[config.mk]
export PLATFORM = sky130hd
export DESIGN_NAME = base_p_record_reconstruct_flat
export DESIGN_NICKNAME = d
export VERILOG_FILES = /design/src/hdl/bprr_pkg.sv /design/src/hdl/bprr_in_if.sv /design/src/hdl/bprr_out_if.sv /design/src/hdl/base_p_record_reconstruct.sv /design/src/hdl/bprr_divider.sv /design/src/flat_wrapper.sv
export SDC_FILE = /design/constraint.sdc
export NUM_CORES = 2
export LEC_CHECK = 0
export ABC_AREA = 0
export BUFFER_PORTS_ARGS = -buffer_cell sky130_fd_sc_hd__buf_2
export CELL_PAD_IN_SITES_DETAIL_PLACEMENT = 2
export CELL_PAD_IN_SITES_GLOBAL_PLACEMENT = 2
export CORE_UTILIZATION = 46
export CTS_BUF_LIST = sky130_fd_sc_hd__clkbuf_4 sky130_fd_sc_hd__clkbuf_8
export DETAILED_ROUTE_END_ITERATION = 12
export PLACE_DENSITY = 0.95
export SYNTH_ARGS = -nofsm -noshare
export SYNTH_HDL_FRONTEND = slang
export SYNTH_HIERARCHICAL = 1
export SYNTH_SLANG_ARGS = --single-unit
export TNS_END_PERCENT = 10
[constraint.sdc]
create_clock -name i_clk -period 27.5 [get_ports i_clk]
set_clock_uncertainty 0.2 [all_clocks]
set_input_delay 0 -clock i_clk [delete_from_list [all_inputs] [get_ports i_clk]]
set_output_delay 0 -clock i_clk [all_outputs]
set_load 0.005 [all_outputs]
[src/hdl/bprr_pkg.sv]
`timescale 1ns / 1ps
// ----------------------------------------------------------------------------
// bprr_pkg
// Shared widths, codes, types and the remainder step for the base-P record
// reconstruction block.
// ----------------------------------------------------------------------------
package bprr_pkg;

    localparam int DATA_W     = 64;
    localparam int HALF_W     = DATA_W / 2;
    localparam int IDX_W      = 32;
    localparam int PMOD_W     = 33;
    localparam int LOGQ_W     = 7;
    localparam int ROWB_W     = 6;
    localparam int PACK_W     = 6;
    localparam int SHIFT_W    = ROWB_W + PACK_W;
    localparam int CFG_IDX_W  = 2;
    localparam int CFG_DATA_W = PMOD_W;

    // Two remainder bits per cycle over a 64-bit dividend
    localparam int DIV_RADIX_BITS = 2;
    localparam int DIV_STEPS      = DATA_W / DIV_RADIX_BITS;
    localparam int DIV_CNT_W      = $clog2(DIV_STEPS);

    // Register indexes of the configuration port
    typedef enum logic [CFG_IDX_W-1:0] {
        CFG_PLAIN_MODULUS = 2'd0,
        CFG_LOG_Q         = 2'd1,
        CFG_ROW_BITS      = 2'd2,
        CFG_PACKING       = 2'd3
    } t_cfg_idx;

    typedef enum logic [2:0] {
        S_IDLE,
        S_REDUCE,
        S_MUL,
        S_SLOT,
        S_SHIFT,
        S_EMIT
    } t_state;

    // Issue slot of the shared 32x32 multiplier
    typedef enum logic [2:0] {
        PH_WT_LL,
        PH_WT_LH,
        PH_WT_HL,
        PH_WP_LL,
        PH_WP_LH,
        PH_WP_HL,
        PH_DRAIN
    } t_mul_phase;

    typedef struct packed {
        logic              start;
        logic [DATA_W-1:0] dividend;
        logic [PMOD_W-1:0] divisor;
    } t_div_req;

    typedef struct packed {
        logic              done;
        logic [PMOD_W-1:0] rem;
    } t_div_rsp;

    // One restoring step; rem < divisor <= 2^32, so rem[32] is always clear
    function automatic logic [PMOD_W-1:0] rem_step(
        input logic [PMOD_W-1:0] rem,
        input logic              bit_in,
        input logic [PMOD_W-1:0] divisor
    );
        logic [PMOD_W-1:0] tmp;
        tmp = {rem[PMOD_W-2:0], bit_in};
        return (tmp >= divisor) ? (tmp - divisor) : tmp;
    endfunction

endpackage

[src/hdl/bprr_in_if.sv]
`timescale 1ns / 1ps
// ----------------------------------------------------------------------------
// bprr_in_if
// Digit input channel: valid/ready with one record digit per transfer.
// ----------------------------------------------------------------------------
interface bprr_in_if;
    logic                        valid;
    logic                        ready;
    logic [bprr_pkg::DATA_W-1:0] digit;
    logic [bprr_pkg::IDX_W-1:0]  entry_index;
    logic                        last;

    modport source (output valid, output digit, output entry_index, output last,
                    input ready);
    modport sink   (input valid, input digit, input entry_index, input last,
                    output ready);
endinterface

[src/hdl/bprr_out_if.sv]
`timescale 1ns / 1ps
// ----------------------------------------------------------------------------
// bprr_out_if
// Result channel: valid/ready with one reconstructed element per transfer.
// ----------------------------------------------------------------------------
interface bprr_out_if;
    logic                        valid;
    logic                        ready;
    logic [bprr_pkg::DATA_W-1:0] element;

    modport source (output valid, output element, input ready);
    modport sink   (input valid, input element, output ready);
endinterface

[src/hdl/base_p_record_reconstruct.sv]
`timescale 1ns / 1ps
// ----------------------------------------------------------------------------
// base_p_record_reconstruct
// Rebuilds one database entry from its base-P digits and optionally unpacks it.
// ----------------------------------------------------------------------------
// Digits arrive lowest first, one per transfer; the block is not ready while
// a digit is being worked on. Each digit is recentred (add P/2, keep log_q
// bits, reduce mod P), multiplied by the running weight P^k and added into a
// 64-bit accumulator; the weight then becomes P^(k+1). All arithmetic wraps
// mod 2^64. On the digit flagged last, the sum is optionally unpacked (field
// entry_index mod packing, row_bits wide) and sent out, and the state clears.
// Per digit: the accept in idle, a pass through the radix-4 remainder unit
// (skipped when P is 0), then the issue and drain phases of the shared 32x32
// multiplier. A last digit adds a second pass of the same remainder unit and
// a shift step when packing is enabled, then loads the output register,
// waiting while it is still held by the sink. The output register frees the
// block to take the next digit while a result waits. Configuration is to be
// written only while idle (the block does not enforce it) and is not read back.
// ----------------------------------------------------------------------------
module base_p_record_reconstruct (
    input  logic                            i_clk,
    input  logic                            i_rst_n,
    bprr_in_if.sink                         i_in,
    bprr_out_if.source                      o_out,
    input  logic                            i_cfg_we,
    input  logic [bprr_pkg::CFG_IDX_W-1:0]  i_cfg_idx,
    input  logic [bprr_pkg::CFG_DATA_W-1:0] i_cfg_data
);

    localparam int DW = bprr_pkg::DATA_W;
    localparam int HW = bprr_pkg::HALF_W;

    // configuration
    logic [bprr_pkg::PMOD_W-1:0] r_pmod;
    logic [bprr_pkg::LOGQ_W-1:0] r_logq;
    logic [bprr_pkg::ROWB_W-1:0] r_rowb;
    logic [bprr_pkg::PACK_W-1:0] r_pack;

    // sequencer and datapath
    bprr_pkg::t_state     r_state, n_state;
    bprr_pkg::t_mul_phase r_phase, n_phase;
    logic [DW-1:0]                  r_t, n_t;          // recentred digit
    logic [bprr_pkg::IDX_W-1:0]     r_idx, n_idx;
    logic                           r_last, n_last;
    logic [DW-1:0]                  r_acc, n_acc;
    logic [DW-1:0]                  r_weight, n_weight;
    logic [DW-1:0]                  r_wnext, n_wnext;  // weight * P in progress
    logic [DW-1:0]                  r_prod, n_prod;    // multiplier output reg
    logic [DW-1:0]                  r_res, n_res;      // value to emit
    logic [bprr_pkg::SHIFT_W-1:0]   r_shift, n_shift;
    logic                           r_out_valid, n_out_valid;
    logic [DW-1:0]                  r_elem, n_elem;

    bprr_pkg::t_div_req div_req;
    bprr_pkg::t_div_rsp div_rsp;

    logic [HW-1:0] mul_a;
    logic [HW-1:0] mul_b;
    logic [DW-1:0] mul_p;
    logic [DW-1:0] prod_hi;     // low half of a cross product, moved up
    logic [DW-1:0] rc_sum;
    logic [DW-1:0] rc_val;

    bprr_divider u_div (
        .i_clk   (i_clk),
        .i_rst_n (i_rst_n),
        .i_req   (div_req),
        .o_rsp   (div_rsp)
    );

    // configuration writes
    always_ff @(posedge i_clk) begin
        if (!i_rst_n) begin
            r_pmod <= bprr_pkg::PMOD_W'(2);
            r_logq <= bprr_pkg::LOGQ_W'(32);
            r_rowb <= bprr_pkg::ROWB_W'(1);
            r_pack <= '0;
        end else if (i_cfg_we) begin
            unique case (bprr_pkg::t_cfg_idx'(i_cfg_idx))
                bprr_pkg::CFG_PLAIN_MODULUS: r_pmod <= i_cfg_data;
                bprr_pkg::CFG_LOG_Q:         r_logq <= i_cfg_data[bprr_pkg::LOGQ_W-1:0];
                bprr_pkg::CFG_ROW_BITS:      r_rowb <= i_cfg_data[bprr_pkg::ROWB_W-1:0];
                bprr_pkg::CFG_PACKING:       r_pack <= i_cfg_data[bprr_pkg::PACK_W-1:0];
                default: ;
            endcase
        end
    end

    // recentre on the way in: add P/2, keep log_q bits (all when log_q >= 64)
    assign rc_sum = i_in.digit + DW'(r_pmod[bprr_pkg::PMOD_W-1:1]);
    assign rc_val = r_logq[bprr_pkg::LOGQ_W-1] ? rc_sum
                  : (rc_sum & ~({DW{1'b1}} << r_logq[bprr_pkg::LOGQ_W-2:0]));

    // shared multiplier, registered before the add
    assign mul_p   = DW'(mul_a) * DW'(mul_b);
    assign prod_hi = {r_prod[HW-1:0], {HW{1'b0}}};

    assign o_out.valid   = r_out_valid;
    assign o_out.element = r_elem;

    always_comb begin
        n_state     = r_state;
        n_phase     = r_phase;
        n_t         = r_t;
        n_idx       = r_idx;
        n_last      = r_last;
        n_acc       = r_acc;
        n_weight    = r_weight;
        n_wnext     = r_wnext;
        n_prod      = r_prod;
        n_res       = r_res;
        n_shift     = r_shift;
        n_out_valid = r_out_valid;
        n_elem      = r_elem;
        div_req     = '0;
        mul_a       = '0;
        mul_b       = '0;
        i_in.ready  = 1'b0;

        if (r_out_valid && o_out.ready) begin
            n_out_valid = 1'b0;
        end

        unique case (r_state)
            bprr_pkg::S_IDLE: begin
                i_in.ready = 1'b1;
                if (i_in.valid) begin
                    n_idx  = i_in.entry_index;
                    n_last = i_in.last;
                    n_t    = rc_val;
                    if (r_pmod != '0) begin
                        div_req.start    = 1'b1;
                        div_req.dividend = rc_val;
                        div_req.divisor  = r_pmod;
                        n_state          = bprr_pkg::S_REDUCE;
                    end else begin
                        // P of zero: no reduction
                        n_phase = bprr_pkg::PH_WT_LL;
                        n_state = bprr_pkg::S_MUL;
                    end
                end
            end

            bprr_pkg::S_REDUCE: begin
                if (div_rsp.done) begin
                    n_t     = DW'(div_rsp.rem);
                    n_phase = bprr_pkg::PH_WT_LL;
                    n_state = bprr_pkg::S_MUL;
                end
            end

            bprr_pkg::S_MUL: begin
                // issue: acc += w*t (three partials), then w*P (three partials)
                unique case (r_phase)
                    bprr_pkg::PH_WT_LL: begin mul_a = r_weight[HW-1:0]; mul_b = r_t[HW-1:0]; end
                    bprr_pkg::PH_WT_LH: begin mul_a = r_weight[HW-1:0]; mul_b = r_t[DW-1:HW]; end
                    bprr_pkg::PH_WT_HL: begin mul_a = r_weight[DW-1:HW]; mul_b = r_t[HW-1:0]; end
                    bprr_pkg::PH_WP_LL: begin mul_a = r_weight[HW-1:0]; mul_b = r_pmod[HW-1:0]; end
                    bprr_pkg::PH_WP_LH: begin
                        mul_a = r_weight[HW-1:0];
                        mul_b = HW'(r_pmod[bprr_pkg::PMOD_W-1:HW]);
                    end
                    bprr_pkg::PH_WP_HL: begin mul_a = r_weight[DW-1:HW]; mul_b = r_pmod[HW-1:0]; end
                    bprr_pkg::PH_DRAIN: ;
                    default: ;
                endcase
                n_prod = mul_p;

                // accumulate the partial registered from the previous phase
                unique case (r_phase)
                    bprr_pkg::PH_WT_LL: ;
                    bprr_pkg::PH_WT_LH: n_acc   = r_acc + r_prod;
                    bprr_pkg::PH_WT_HL: n_acc   = r_acc + prod_hi;
                    bprr_pkg::PH_WP_LL: n_acc   = r_acc + prod_hi;
                    bprr_pkg::PH_WP_LH: n_wnext = r_prod;
                    bprr_pkg::PH_WP_HL: n_wnext = r_wnext + prod_hi;
                    bprr_pkg::PH_DRAIN: n_weight = r_wnext + prod_hi;
                    default: ;
                endcase

                if (r_phase != bprr_pkg::PH_DRAIN) begin
                    n_phase = bprr_pkg::t_mul_phase'(r_phase + 3'd1);
                end else if (r_last) begin
                    n_res    = r_acc;
                    n_acc    = '0;
                    n_weight = DW'(1);
                    if (r_pack != '0) begin
                        div_req.start    = 1'b1;
                        div_req.dividend = DW'(r_idx);
                        div_req.divisor  = bprr_pkg::PMOD_W'(r_pack);
                        n_state          = bprr_pkg::S_SLOT;
                    end else begin
                        n_state = bprr_pkg::S_EMIT;
                    end
                end else begin
                    n_state = bprr_pkg::S_IDLE;
                end
            end

            bprr_pkg::S_SLOT: begin
                // slot < packing <= 63, so six remainder bits suffice
                if (div_rsp.done) begin
                    n_shift = bprr_pkg::SHIFT_W'(div_rsp.rem[bprr_pkg::PACK_W-1:0])
                            * bprr_pkg::SHIFT_W'(r_rowb);
                    n_state = bprr_pkg::S_SHIFT;
                end
            end

            bprr_pkg::S_SHIFT: begin
                if (r_shift >= bprr_pkg::SHIFT_W'(DW)) begin
                    n_res = '0;
                end else begin
                    n_res = (r_res >> r_shift[bprr_pkg::ROWB_W-1:0])
                          & ~({DW{1'b1}} << r_rowb);
                end
                n_state = bprr_pkg::S_EMIT;
            end

            bprr_pkg::S_EMIT: begin
                if (!r_out_valid || o_out.ready) begin
                    n_elem      = r_res;
                    n_out_valid = 1'b1;
                    n_state     = bprr_pkg::S_IDLE;
                end
            end

            default: n_state = bprr_pkg::S_IDLE;
        endcase
    end

    always_ff @(posedge i_clk) begin
        if (!i_rst_n) begin
            r_state     <= bprr_pkg::S_IDLE;
            r_phase     <= bprr_pkg::PH_WT_LL;
            r_acc       <= '0;
            r_weight    <= DW'(1);
            r_out_valid <= 1'b0;
        end else begin
            r_state     <= n_state;
            r_phase     <= n_phase;
            r_acc       <= n_acc;
            r_weight    <= n_weight;
            r_out_valid <= n_out_valid;
        end
    end

    always_ff @(posedge i_clk) begin
        r_t     <= n_t;
        r_idx   <= n_idx;
        r_last  <= n_last;
        r_wnext <= n_wnext;
        r_prod  <= n_prod;
        r_res   <= n_res;
        r_shift <= n_shift;
        r_elem  <= n_elem;
    end

    // remainder results only land in the states that wait for them
    a_div_done_state: assert property (@(posedge i_clk) disable iff (!i_rst_n)
        div_rsp.done |-> (r_state == bprr_pkg::S_REDUCE || r_state == bprr_pkg::S_SLOT))
        else $error("remainder done outside a waiting state");

    // reduced digit is below P
    a_reduced_below_p: assert property (@(posedge i_clk) disable iff (!i_rst_n)
        (r_state == bprr_pkg::S_REDUCE && div_rsp.done) |=>
            (r_t < DW'(r_pmod)))
        else $error("recentred digit not reduced");

    // after the last digit the record state is back at its start
    a_cleared_on_emit: assert property (@(posedge i_clk) disable iff (!i_rst_n)
        (r_state == bprr_pkg::S_EMIT || r_state == bprr_pkg::S_SHIFT)
            |-> (r_acc == '0 && r_weight == DW'(1)))
        else $error("record state not cleared after last digit");

    // a digit that is not last ends without touching the output
    a_not_last_to_idle: assert property (@(posedge i_clk) disable iff (!i_rst_n)
        (r_state == bprr_pkg::S_MUL && r_phase == bprr_pkg::PH_DRAIN && !r_last)
            |=> (r_state == bprr_pkg::S_IDLE))
        else $error("non-last digit did not return to idle");

endmodule

[src/hdl/bprr_divider.sv]
`timescale 1ns / 1ps
// ----------------------------------------------------------------------------
// bprr_divider
// Iterative radix-4 remainder unit: 64-bit dividend, 33-bit divisor.
// ----------------------------------------------------------------------------
module bprr_divider (
    input  logic               i_clk,
    input  logic               i_rst_n,
    input  bprr_pkg::t_div_req i_req,
    output bprr_pkg::t_div_rsp o_rsp
);

    logic                                r_busy;
    logic                                r_done;
    logic [bprr_pkg::DIV_CNT_W-1:0]      r_cnt;
    logic [bprr_pkg::DATA_W-1:0]         r_num;
    logic [bprr_pkg::PMOD_W-1:0]         r_div;
    logic [bprr_pkg::PMOD_W-1:0]         r_rem;
    logic [bprr_pkg::PMOD_W-1:0]         rem_a;
    logic [bprr_pkg::PMOD_W-1:0]         rem_b;

    // two dependent steps per cycle, top dividend bits first
    assign rem_a = bprr_pkg::rem_step(r_rem, r_num[bprr_pkg::DATA_W-1], r_div);
    assign rem_b = bprr_pkg::rem_step(rem_a, r_num[bprr_pkg::DATA_W-2], r_div);

    always_ff @(posedge i_clk) begin
        if (!i_rst_n) begin
            r_busy <= 1'b0;
            r_done <= 1'b0;
            r_cnt  <= '0;
        end else begin
            r_done <= 1'b0;
            if (i_req.start) begin
                r_busy <= 1'b1;
                r_cnt  <= '0;
            end else if (r_busy) begin
                r_cnt <= r_cnt + bprr_pkg::DIV_CNT_W'(1);
                if (r_cnt == bprr_pkg::DIV_CNT_W'(bprr_pkg::DIV_STEPS - 1)) begin
                    r_busy <= 1'b0;
                    r_done <= 1'b1;
                end
            end
        end
    end

    always_ff @(posedge i_clk) begin
        if (i_req.start) begin
            r_num <= i_req.dividend;
            r_div <= i_req.divisor;
            r_rem <= '0;
        end else if (r_busy) begin
            r_num <= {r_num[bprr_pkg::DATA_W-3:0], 2'b00};
            r_rem <= rem_b;
        end
    end

    assign o_rsp.done = r_done;
    assign o_rsp.rem  = r_rem;

    a_done_after_busy: assert property (@(posedge i_clk) disable iff (!i_rst_n)
        r_done |-> $past(r_busy))
        else $error("remainder done without a running division");

    a_rem_below_div: assert property (@(posedge i_clk) disable iff (!i_rst_n)
        (r_done && (r_div != '0)) |-> (r_rem < r_div))
        else $error("remainder not below divisor");

    a_no_start_while_busy: assert property (@(posedge i_clk) disable iff (!i_rst_n)
        r_busy |-> !i_req.start)
        else $error("division restarted while busy");

endmodule

[src/flat_wrapper.sv]
// flat-port wrapper written by rule: the top's interface ports become plain ports
module base_p_record_reconstruct_flat 
  (i_clk, i_rst_n, i_cfg_we, i_cfg_idx, i_cfg_data, i_in_valid, i_in_digit, i_in_entry_index, i_in_last, i_in_ready, o_out_valid, o_out_element, o_out_ready);
  bprr_in_if i_in_i ();
  bprr_out_if o_out_i ();
  input  logic i_clk;
  input  logic i_rst_n;
  input  logic i_cfg_we;
  input  logic [bprr_pkg::CFG_IDX_W-1:0] i_cfg_idx;
  input  logic [bprr_pkg::CFG_DATA_W-1:0] i_cfg_data;
  input wire logic [$bits(i_in_i.valid)-1:0] i_in_valid;
  input wire logic [$bits(i_in_i.digit)-1:0] i_in_digit;
  input wire logic [$bits(i_in_i.entry_index)-1:0] i_in_entry_index;
  input wire logic [$bits(i_in_i.last)-1:0] i_in_last;
  output wire logic [$bits(i_in_i.ready)-1:0] i_in_ready;
  output wire logic [$bits(o_out_i.valid)-1:0] o_out_valid;
  output wire logic [$bits(o_out_i.element)-1:0] o_out_element;
  input wire logic [$bits(o_out_i.ready)-1:0] o_out_ready;
  assign i_in_i.valid = i_in_valid;
  assign i_in_i.digit = i_in_digit;
  assign i_in_i.entry_index = i_in_entry_index;
  assign i_in_i.last = i_in_last;
  assign i_in_ready = i_in_i.ready;
  assign o_out_valid = o_out_i.valid;
  assign o_out_element = o_out_i.element;
  assign o_out_i.ready = o_out_ready;
  base_p_record_reconstruct u_core (.i_clk(i_clk), .i_rst_n(i_rst_n), .i_in(i_in_i), .o_out(o_out_i), .i_cfg_we(i_cfg_we), .i_cfg_idx(i_cfg_idx), .i_cfg_data(i_cfg_data));
endmodule
==> results of run 1 <==
## Yosys cell counts (31+ instances only)
master and count:
and2_1 114, o31ai_1 33, nor3_1 93, nand2b_1 46, o21bai_1 52, mux2_2 139, mux2i_1 100, or3_1 31
nor2_1 1011, mux4_2 44, fa_1 919, and3_1 46, a31o_2 36, o21ai_0 331, o21a_1 43, nand2_1 1102
nand3b_1 39, nand4_1 61, nand3_1 84, edfxtp_1 462, buf_2 33, a211oi_1 50, a22o_1 45, xnor2_1 182
a31oi_1 70, clkbuf_1 402, inv_1 1005, a21o_1 167, dfxtp_1 227, xor2_1 108, a22oi_1 83, ha_1 513
a21oi_1 463, o211ai_1 31
## metrics by stage
stage          cell area [µm²]  util (%)  std cells  hold slack (ns)
2_1_floorplan            77720         -       8566          -0.1011
3_5_place_dp             81120     48.46      10660         -0.02157
3_3_place_gp             81100     48.45      10660         -0.02315
## cells by family after synthesis
| group | synth area share [%] |
|---|---|
| buf+inv | 7.250 |
| simple gates | 15.01 |
| compound gates | 13.96 |
| xor+xnor | 3.331 |
| mux | 4.819 |
| fa+ha+maj | 31.93 |
| flops | 23.70 |
==> metrics, run 1 <==
status did not finish; Failed at clock tree synthesis; tool error [ERROR DPL-0033] detailed placement checks failed during check placement.; Final Wtd Congestion 0.9939; Post-synth EDFFs 462; hpwl dp 316000 µm; synth top area cells fa_1, edfxtp_1, ha_1; Die X 413.0 µm; most frequently used flop master after synthesis edfxtp_1; Initial Util 46.42%; Syn Nets 10140; ys async rst share 0%; Sink Count 689; area share of the largest cell type after synthesis 23.67%; Die Height 413.0 µm; Mapped Area 0.07772 mm²; register area share after synthesis 23.70%; Post-CTS Repair Setup Buffers 0; post-CTS sizing 0; Mapped Cells 8566; Post-Place Worst Slack 15.72 ns; mean post-synth cell area 9.073 µm²; clock root cell clkbuf_8; Synthesis Warnings 6; distinct cell type count after synthesis 111; num ports 203; Port Buffer Count 202; area leader, netlist fa_1; clk buf depth 3; CTS Buf Count 132; CTS Hold Bufs 291; H-tree levels 4; Yosys reg bits 689; Placement Rows 150
==> inputs of run 2 (changes only) <==
--- a/config.mk
+++ b/config.mk
@@ -7,12 +7,9 @@
 export LEC_CHECK = 0
 export ABC_AREA = 0
 export BUFFER_PORTS_ARGS = -buffer_cell sky130_fd_sc_hd__buf_2
-export CELL_PAD_IN_SITES_DETAIL_PLACEMENT = 2
-export CELL_PAD_IN_SITES_GLOBAL_PLACEMENT = 2
-export CORE_UTILIZATION = 46
-export CTS_BUF_LIST = sky130_fd_sc_hd__clkbuf_4 sky130_fd_sc_hd__clkbuf_8
+export CORE_UTILIZATION = 31
 export DETAILED_ROUTE_END_ITERATION = 12
-export PLACE_DENSITY = 0.95
+export PLACE_DENSITY_LB_ADDON = 0.15
 export SYNTH_ARGS = -nofsm -noshare
 export SYNTH_HDL_FRONTEND = slang
 export SYNTH_HIERARCHICAL = 1
==> run 2 against run 1 <==
The run now ends clean. Synthesized cell count stayed put. Area after synthesis is the same.
==> metrics, run 2 <==
status finished, final reports clean; PwrDens 57.76 mW/mm²; max cap viols 0; area share of the largest cell type after synthesis 23.67%; Bufs and invs on worst path 7; worst-path fanout max 78; Mapped Cells 8566; Peak VDD IR 58.72 µV; Fmax achieved 89.35 MHz; worst-skew pair later-pin latency 0.72 ns; Yosys reg bits 689; GRT Residual Overflow 0; mean post-synth cell area 9.073 µm²; Tcrit/Tclk final 40.70%; min cycle time layout 11.19 ns; DRT Pass-1 Iters 6; Slowest-stage cell, CP a22oi_2; Final nets 10380; post-synthesis compound-gate area fraction 13.96%; # fillers 25570; CTS Buf Count 81; cell count along the critical path 32; leakage power 37.82 nW; unrepaired setup endpoints after global routing no; most frequently used flop master after synthesis edfxtp_1; Final Wtd Congestion 0.9343; Vias 65480; num ports 203; fin cells 12220; register area share after synthesis 23.70%; clock root cell clkbuf_16; pins over their slew limit 0; DR WL/cell 25.61 µm; global-route usage over all layers 24.57%; synth cell count leaders nand2_1, nor2_1, inv_1; Synthesis Warnings 6; Mapped Area 0.07772 mm²; RR Endpoint u_core/r_prod[63]$_DFFE_PP_; DR iter-0 viols 6285; CP startpoint u_core/r_phase[1]$_SDFFE_PN0P_; clk buf depth 3; Syn Nets 10140; Reg-to-Reg Start u_core/r_phase[1]$_SDFFE_PN0P_; WP data required 27.75 ns; largest net degree at the start of global routing 133; GR Layer Usage met3 3.953%; Die X 502.7 µm; area leader, netlist fa_1; Placement Rows 183; ANT nets after route 0; Simple-Gate Fraction of Synth Area 15.01%; Post-Synth Adder-Cell Area 31.93%; fin util 35.35%; Critical Path End u_core/r_prod[63]$_DFFE_PP_; vias in the first global route 66050; main combinational cell family by area after synthesis adder cells; worst r2r path cells 32; via density per instance 5.361; busiest layer in global routing met2; Hold/Removal Path Class input port to register; Slew @ Worst Pin 1.331 ns; first-pass GRT wire length 456300 µm; Setup violations, final 0; Post-synth EDFFs 462; most used cell, CP fa_1; cell total after placement 11810; Final Hold Fails 0; Worst Setup End Kind register; total core area 0.2489 mm²; cell with the most instances after synthesis nand2_1; Sink Count 689; crit start category register; CTS tree built; Die Area 0.2527 mm²; Post-Place Worst Slack 16.32 ns; Die Height 502.7 µm; Initial Util 31.23%; H-tree levels 3; CP arrival 11.44 ns; synth top area cells fa_1, edfxtp_1, ha_1; initial antenna violation count 20; ys async rst share 0%; P&R area growth vs syn 13.21%; commonest non-fill, non-tap cell in the layout nand2_1; mux cell area share after synthesis 4.819%; Crit path largest cell delay 0.90 ns; share of layout cells above drive strength 1 9.639%; Post-Synth XOR/XNOR Area 3.331%; M2 GR Usage 40.03%; Clock transition at path regs 0.06 ns; Worst slew margin 10.54%; FF-to-FF setup slack 16.31 ns; Detailed Route WL 312800 µm; CP Class register to register; Final WS setup 16.31 ns; distinct cell type count after synthesis 111; met1 Use GR 33.66%; setup tns final 0 ns; CP top delay family adder cells; Port Buffer Count 202; drt drc 0; commonest non-fill, non-tap cells in the layout nand2_1, nor2_1, inv_1; hpwl dp 242000 µm
==> run 2: cell counts after synthesis <==
No cell type changed its count.
==> run 2: cells by family (layout without fill, tap and decap cells) <==
| logic type | Yosys count | after routing |
|---|---|---|
| adder cells (fa/ha/maj) | 1432 | 1432 |
| XOR/XNOR | 293 | 293 |
| buffers and inverters | 1479 | 1794 |
| AND/OR/NAND/NOR | 2726 | 2726 |
| flip-flops | 689 | 689 |
| other | 0 | 4 |
| AO/OA/AOI/OAI | 1649 | 1649 |
| multiplexers | 298 | 298 |
==> run 2: how the worst min path moves through the flow <==
stage | slack (ns) | startpoint | to | cells after the start
after global routing | 0.05 | i_in_digit[0] | u_core/r_t[0]$_DFFE_PP_ | 4
after CTS | 0.005 | i_in_digit[15] | u_core/r_t[15]$_DFFE_PP_ | 5
final | 0.09 | i_in_digit[15] | u_core/r_t[15]$_DFFE_PP_ | 5
after global placement | -0.02 | i_in_entry_index[25] | u_core/r_idx[25]$_DFFE_PP_ | 1
after floorplan | -0.10 | i_in_entry_index[0] | u_core/r_idx[0]$_DFFE_PP_ | 0
after detailed placement | -0.02 | i_in_entry_index[25] | u_core/r_idx[25]$_DFFE_PP_ | 1
==> run 2: report_power, final <==
group | total (mW) | internal (mW) | switching (mW) | leakage [nW]
sequential | 1.52 | 1.35 | 0.168 | 6.23
combinational | 2.42 | 0.851 | 1.57 | 30.3
clock | 1.13 | 0.633 | 0.501 | 1.30
==> run 2: layout make-up <==
cell class                 count  area, µm²  area share [%]
multi-input combinational   6398      53990           61.37
sequential                   689      18420           20.93
timing repair buffer         633       4900           5.569
tap                         3330       4167           4.735
inverter                    1011       3801           4.320
clock buffer                 111       2231           2.536
clock inverter                39      465.4          0.5290
antenna                        4      10.01         0.01138
==> run 2: timing repair <==
action                                  4_1_cts  5_1_grt
endpoints found under the setup margin        0        0
hold buffers                                256        0
endpoints found under the hold margin       208        0
gates resized for setup                       0        0
setup buffers                                 0        0
==> run 2: per-stage QoR <==
stage | area, µm² | hold WS, ns | power, mW
after floorplan | 77720 | -0.1011 | 3.081
after global placement | 82720 | -0.02393 | 3.900
after detailed placement | 82720 | -0.02185 | 3.896
after CTS | 87970 | 0.005152 | 5.086
after global routing | 87980 | 0.04823 | 5.345
final | 87980 | 0.08754 | 5.082
==> run 2: worst register-to-register path: cells and delay by family, from the launching register on <==
family                     cells  cell delay [ns]
DFF                            1             0.44
xor gates and xnor gates       1             0.11
and+or+nand+nor                8             1.77
buffers and inverters          7             1.44
AOI/OAI and AO/OA              6             2.25
adders and majority gates     10             4.76
==> run 2: routing by layer <==
layer	vias up	share of wire [%]
met5	-	0.022
met4	10	2.9
met3	418	6.3
met2	2279	46
met1	33540	45
li1	29230	-
Power figures use the tool's default switching activity.
